===== src/hdl/srof_pkg.sv =====
// ----------------------------------------------------------------------------
// srof_pkg: shared definitions for the sliding rank-order filter
// Register map, item opcodes, control state codes and the per-cell
// control bundle used by the cell row.
// ----------------------------------------------------------------------------
package srof_pkg;

  // Default sizes
  localparam int MAX_WINDOW_DEF  = 64;
  localparam int SAMPLE_BITS_DEF = 24;

  // Configuration register widths and reset values
  localparam int LEN_BITS  = 7;
  localparam int RANK_BITS = 6;
  localparam int CFG_ADDR_BITS = 1;
  localparam int CFG_DATA_BITS = 7;
  localparam logic [LEN_BITS-1:0]  LEN_RESET  = 7'd64;
  localparam logic [RANK_BITS-1:0] RANK_RESET = 6'd32;

  // Register indexes
  localparam logic [CFG_ADDR_BITS-1:0] REG_WINDOW_LENGTH = 1'b0;
  localparam logic [CFG_ADDR_BITS-1:0] REG_SELECTED_RANK = 1'b1;

  // Item opcodes
  localparam logic OP_PUSH = 1'b0;
  localparam logic OP_FILL = 1'b1;

  // Sequencer states
  typedef enum logic [2:0] {
    S_IDLE,
    S_LOAD,
    S_COUNT,
    S_SCAN,
    S_OUT
  } state_t;

  // Control bundle broadcast to every cell
  typedef struct packed {
    logic fill;   // write the sample into every slot
    logic push;   // write the sample into the addressed slot
    logic load;   // copy slot values into the tokens, clear counts
    logic step;   // move tokens one cell along the ring
    logic count;  // accumulate comparisons while stepping
  } cell_ctl_t;

endpackage


===== src/hdl/srof_cell.sv =====
// ----------------------------------------------------------------------------
// srof_cell: one slot of the window
// Holds one stored sample and one travelling token. The token carries a
// sample and the number of slots found below it and at or below it.
// ----------------------------------------------------------------------------
module srof_cell #(
  parameter int IDX         = 0,
  parameter int SW          = 6,
  parameter int CW          = 7,
  parameter int SAMPLE_BITS = srof_pkg::SAMPLE_BITS_DEF
) (
  input  logic                          clk,
  input  logic                          rst,
  input  srof_pkg::cell_ctl_t           ctl,
  input  logic [SW-1:0]                 slot,
  input  logic signed [SAMPLE_BITS-1:0] sample,
  input  logic signed [SAMPLE_BITS-1:0] nb_val,
  input  logic [CW-1:0]                 nb_lt,
  input  logic [CW-1:0]                 nb_le,
  output logic signed [SAMPLE_BITS-1:0] tok_val,
  output logic [CW-1:0]                 tok_lt,
  output logic [CW-1:0]                 tok_le
);

  logic signed [SAMPLE_BITS-1:0] value;

  // Store the sample on a fill, or on a push addressed to this slot
  always_ff @(posedge clk) begin
    if (rst) begin
      value <= '0;
    end else if (ctl.fill || (ctl.push && (slot == SW'(IDX)))) begin
      value <= sample;
    end
  end

  // Load the token from the slot, or take the neighbour's and compare
  always_ff @(posedge clk) begin
    if (ctl.load) begin
      tok_val <= value;
      tok_lt  <= '0;
      tok_le  <= '0;
    end else if (ctl.step) begin
      tok_val <= nb_val;
      if (ctl.count) begin
        tok_lt <= nb_lt + CW'(value <  nb_val);
        tok_le <= nb_le + CW'(value <= nb_val);
      end else begin
        tok_lt <= nb_lt;
        tok_le <= nb_le;
      end
    end
  end

endmodule


===== config.mk =====
export PLATFORM = sky130hd
export DESIGN_NAME = srof_cell
export DESIGN_NICKNAME = d
export VERILOG_FILES = /design/src/hdl/srof_pkg.sv /design/src/hdl/srof_cell.sv
export SDC_FILE = /design/constraint.sdc
export NUM_CORES = 1
export LEC_CHECK = 0
export BUFFER_PORTS_ARGS = -buffer_cell sky130_fd_sc_hd__buf_2
export CAP_MARGIN = 20
export CORE_MARGIN = 1.5
export CORE_UTILIZATION = 30
export DETAILED_ROUTE_END_ITERATION = 12
export HOLD_SLACK_MARGIN = 0.08
export PLACE_DENSITY_LB_ADDON = 0.2
export SETUP_SLACK_MARGIN = 0.2
export SYNTH_ARGS = -nofsm -noshare
export SYNTH_HDL_FRONTEND = slang
export SYNTH_SLANG_ARGS = --single-unit

===== constraint.sdc =====
create_clock -name clk -period 4 [get_ports clk]
set_input_delay 0.6 -clock clk [delete_from_list [all_inputs] [get_ports clk]]
set_output_delay 0.6 -clock clk [all_outputs]
set_load 0.05 [all_outputs]

# Yosys cells after proc, flatten, opt, wreduce, memory -nomap -nowiden
# Cells that the tools add are included.
# W data, S select, Z words.
# word_totals
ff_bits,62
word_cells,16
# op_classes
n_addsub,2
order_cmp,2
muxes,4
n_reduce_logical,4
# ops
op,n
$mux W24,2
$le A24 B24 Y1,1
$lt A24 B24 Y1,1
$add A7 B1 Y7,2
$mux W7,2
$logic_not A6 Y1,1
$reduce_bool A2 Y1,1
$logic_and A1 B1 Y1,1
$logic_or A1 B1 Y1,1

# Depth between registers and ports, before layout
# logic_depth
ltp_word,3
ltp_mapped,13
depth_no_buf,13

# Worst setup path after synthesis
# OpenSTA, ideal clock, no wires.
# synth_timing
kind,input -> register
start,in nb_val[1]
end,reg tok_le[6]
arrival_time_ps,3139
required_time_ps,3909
slack_ps,770
cell_stages,13
n_path_buf,0
cell_sequence,inv_1 > ha_1 > nor2b_4 > o211ai_2 > a21oi_1 > a211o_1 > a2111oi_4 > mux2_4 > ha_1 > ha_1 > nand4_1 > or3_1 > a311oi_1
# synth_via
elab_chain_cells,3
# synth_lines
item,line,text
from (decl),srof_cell.sv:17,"input logic signed [SAMPLE_BITS-1:0] nb_val,"
$le A24 B24 Y1,srof_cell.sv:46,tok_le <= nb_le + CW'(value <= nb_val);
$add A7 B1 Y7,srof_cell.sv:46,
$mux W7,srof_cell.sv:44,if (ctl.count) begin
to (signal assigned),srof_cell.sv:46,
to (signal assigned),srof_cell.sv:49,tok_le <= nb_le;
to (decl),srof_cell.sv:22,output logic [CW-1:0] tok_le
# Every way passes these cells.
# A chain may end at the register's enable or synchronous reset.

# Worst setup path after layout
# Same ends and word-level chain as after synthesis.

==> flow_metrics.py <==
metrics = {
    "status": {
        "status": "finished, final reports clean",
    },
    "setup_path": {
        "cp.arrival_ns": 3.47,
        "slowest_delay_ns": 0.44,
        "worst_path_max_delay_cell": "a2111oi_4",
        "crit_top_cell": "ha_1",
        "r2r_setup_slack_ns": 0.79,
        "crit_chain": "buf_2 -> inv_1 -> ha_1 -> nor2b_4 -> o211ai_2 -> a21oi_1 -> a211o_1 -> a2111oi_4 -> mux2_4 -> ha_1 -> ha_1 -> nand4_1 -> or3_1 -> a311oi_1",
        "end_kind": "register",
        "cp.required_ns": 4.25,
        "worst_setup_path_start_kind": "primary input",
        "critPathMaxFanout": 3,
        "cp_top_family": "compound AO/OA/AOI/OAI gates",
        "cp_num_buf_inv": 2,
        "r2r-end": "tok_le[6]",
        "crit_type": "primary input to register",
        "r2r_cells": 12,
        "reg2reg_from": "value[1]",
    },
    "synthesis": {
        "ys_ff_latch": 62,
        "synth_warnings": 0,
        "ys_async_sr_fraction_pct": 0,
        "ys_seq_area_share_pct": 46.8,
        "postSynthAreaPerCell_um2": 9.83,
        "synthFlopType": "dfxtp_1",
        "mappedNetlistNets": 425,
        "yosysUniqueCellTypes": 30,
        "postSynthCellCount": 322,
        "synth_area_um2": 3170,
        "synth-edff-count": 24,
    },
    "die": {
        "dieArea_um2": 11200,
        "std_cell_rows": 37,
        "core-area_um2": 10300,
        "die_h_um": 106,
        "initial_core_util_pct": 30.8,
        "num_io_pins": 113,
        "die_w_um": 106,
    },
    "power": {
        "vdd_drop_max_v": 0.000122,
        "power_density_nw_per_um2": 405,
        "p_total_mw": 1.65,
        "leakage_nw": 1.97,
    },
    "finish": {
        "area_delta_synth_final_pct": 29.0,
        "nNetsFinal": 535,
        "nFillCells": 1095,
        "seq_area_um2": 1480,
        "fin_area_um2": 4080,
        "utilization_pct": 39.7,
        "n_antenna_cell": 0,
        "fin_cells": 573,
        "multi_input_area_um2": 1550,
        "layout-drive-gt1-share_pct": 30.9,
    },
    "timing": {
        "setup_slack_ns": 0.777,
        "finClkSkew_ns": 0.00888,
        "relSlewSlack_pct": 56.7,
        "period_share_pct": 80.6,
        "min_period_ns": 3.22,
        "setup_viol": 0,
        "rsz0062_at_grt": "no",
        "hold-worst-slack_ns": 0.479,
        "fin_setup_tns_ns": 0,
        "drv_slew": 0,
        "worst_pin_slew_ns": 0.649,
        "fmax_ghz": 0.310,
        "hold_viol": 0,
    },
    "cts": {
        "cts_setup_buffers": 0,
        "clk_latency_ns": 0.34,
        "htree_levels": 3,
        "clk_pin_slew_ns": 0.06,
        "postCtsHoldBufs": 0,
        "cts.sinks": 62,
        "cts_tree": "yes",
        "cts_resized": 0,
        "clock_path_buffers": 2,
        "cts-buffers-inserted": 9,
        "root_buffer": "clkbuf_8",
    },
    "worst_hold_path": {
        "min_to": "tok_lt[0]",
        "min_path_cells": 2,
        "hold_path.class": "register to register",
        "hold_start": "tok_lt[0]",
    },
    "place": {
        "dp_slack_ns": 0.388,
        "numPortBuffers": 112,
        "placed_area_um2": 3850,
        "gp_congestion": 0.761,
        "dp_cells": 556,
        "dp_hpwl_um": 5720,
    },
    "drt": {
        "drt_iter0_markers": 102,
        "drt_first_pass_iters": 4,
        "vias": 2626,
        "viasPerCell": 4.58,
        "route.detailed.drc": 0,
        "wl_um": 7680,
        "postRouteAntennaNets": 0,
        "avgRoutedWirePerCell_um": 13.4,
    },
    "grt": {
        "grt_max_degree": 41,
        "grt_pass1_vias": 2538,
        "grtUsageTotal_pct": 14.1,
        "met2_usage_pct": 22.8,
        "grt_pass1_wl_um": 12100,
        "grt.busiest_layer": "met2",
        "grtUsageMet1_pct": 17.9,
        "use_met3_pct": 2.72,
        "antenna_found_initial": 0,
        "overflow": 0,
    },
    "run": {
        "maxCapViolations": 0,
    },
}
[cells in the final DEF, fill, tap and decap left out, types with 2 or more instances in the layout]
cell type	instances
xor2_1	6
nor2_1	39
ha_1	28
nand4_1	11
a21o_1	2
nor3_1	2
clkbuf_8	9
inv_1	24
or3_1	4
clkinv_2	2
nand3_1	3
o21ai_0	28
mux2i_1	28
buf_2	112
a211oi_1	11
dfxtp_1	38
clkbuf_1	2
a21oi_1	9
a311oi_1	4
nand2_1	34
edfxtp_1	24
[flip-flops by register name, summed over array words and instances (netlist names)]
register / flops
tok_le: 7
tok_val: 24
value: 24
tok_lt: 7
[synthesized netlist by cell type (2+ instances only)]
cell type,instances,area share [%]
mux2i_1,28,8.9
nand4_1,11,2.2
inv_1,24,2.8
ha_1,28,11
xor2_1,6,1.7
a21oi_1,10,1.6
nor3_1,2,0.32
a21o_1,2,0.47
o21ai_0,28,4.4
or3_1,4,0.79
dfxtp_1,38,24
nor2_1,39,4.6
edfxtp_1,24,23
clkbuf_1,12,1.4
nand3_1,3,0.47
a311oi_1,4,1.1
a211oi_1,11,2.6
nand2_1,34,4.0
buf_2,3,0.47
[power by group]
part / total, mW / switching (mW) / leakage (nW) / internal [mW]
clock network: 0.568 / 0.246 / 0.103 / 0.322
logic: 0.353 / 0.236 / 1.29 / 0.117
registers: 0.731 / 0.0233 / 0.571 / 0.708
total: 1.65 / 0.505 / 1.97 / 1.15
[cell families (layout without fill, tap and decap cells)]
family | count (synthesis) | after routing | synth area share [%]
AOI/OAI and AO/OA | 59 | 59 | 12.1
xor gates and xnor gates | 7 | 7 | 1.94
adders and majority gates | 28 | 28 | 11.1
buffers and inverters | 39 | 154 | 4.74
DFF | 62 | 62 | 46.8
muxes | 30 | 30 | 9.68
and+or+nand+nor | 97 | 97 | 13.7
[worst max-delay path by stage]
stage | endpoint | start | cells after the start | slack, ns
2_1_floorplan | tok_le[6] | nb_val[1] | 13 | 0.77
3_3_place_gp | tok_le[6] | nb_val[1] | 14 | 0.50
3_5_place_dp | tok_le[6] | nb_val[1] | 14 | 0.39
4_1_cts | tok_le[6] | value[1] | 12 | 0.76
5_1_grt | tok_le[6] | nb_val[1] | 14 | 0.60
6_report | tok_le[6] | nb_val[1] | 14 | 0.78
[metal layers]
metal	wire (um)	share of wire [%]
met4	153	2.0
met5	0	0
met1	3750	49
met3	326	4.2
met2	3460	45
[worst reg2reg max path: stages, from the launching register on]
cell and delay, ns:
dfxtp_1 0.33, ha_1 0.32, nor2b_4 0.14, o211ai_2 0.13, a21oi_1 0.09, a211o_1 0.32, a2111oi_4 0.44, mux2_4 0.22
ha_1 0.17, ha_1 0.17, nand4_1 0.16, or3_1 0.38, a311oi_1 0.24
[area by class of cell]
cell class	count	share of cell area, %
Clock buffer	12	3.83
Tap cell	136	4.17
Sequential cell	62	36.3
Inverter	24	2.21
Timing Repair Buffer	114	14.6
Multi-Input combinational cell	221	37.8
Clock inverter	4	1.07
Note: power is estimated with default switching activity, not from simulation.
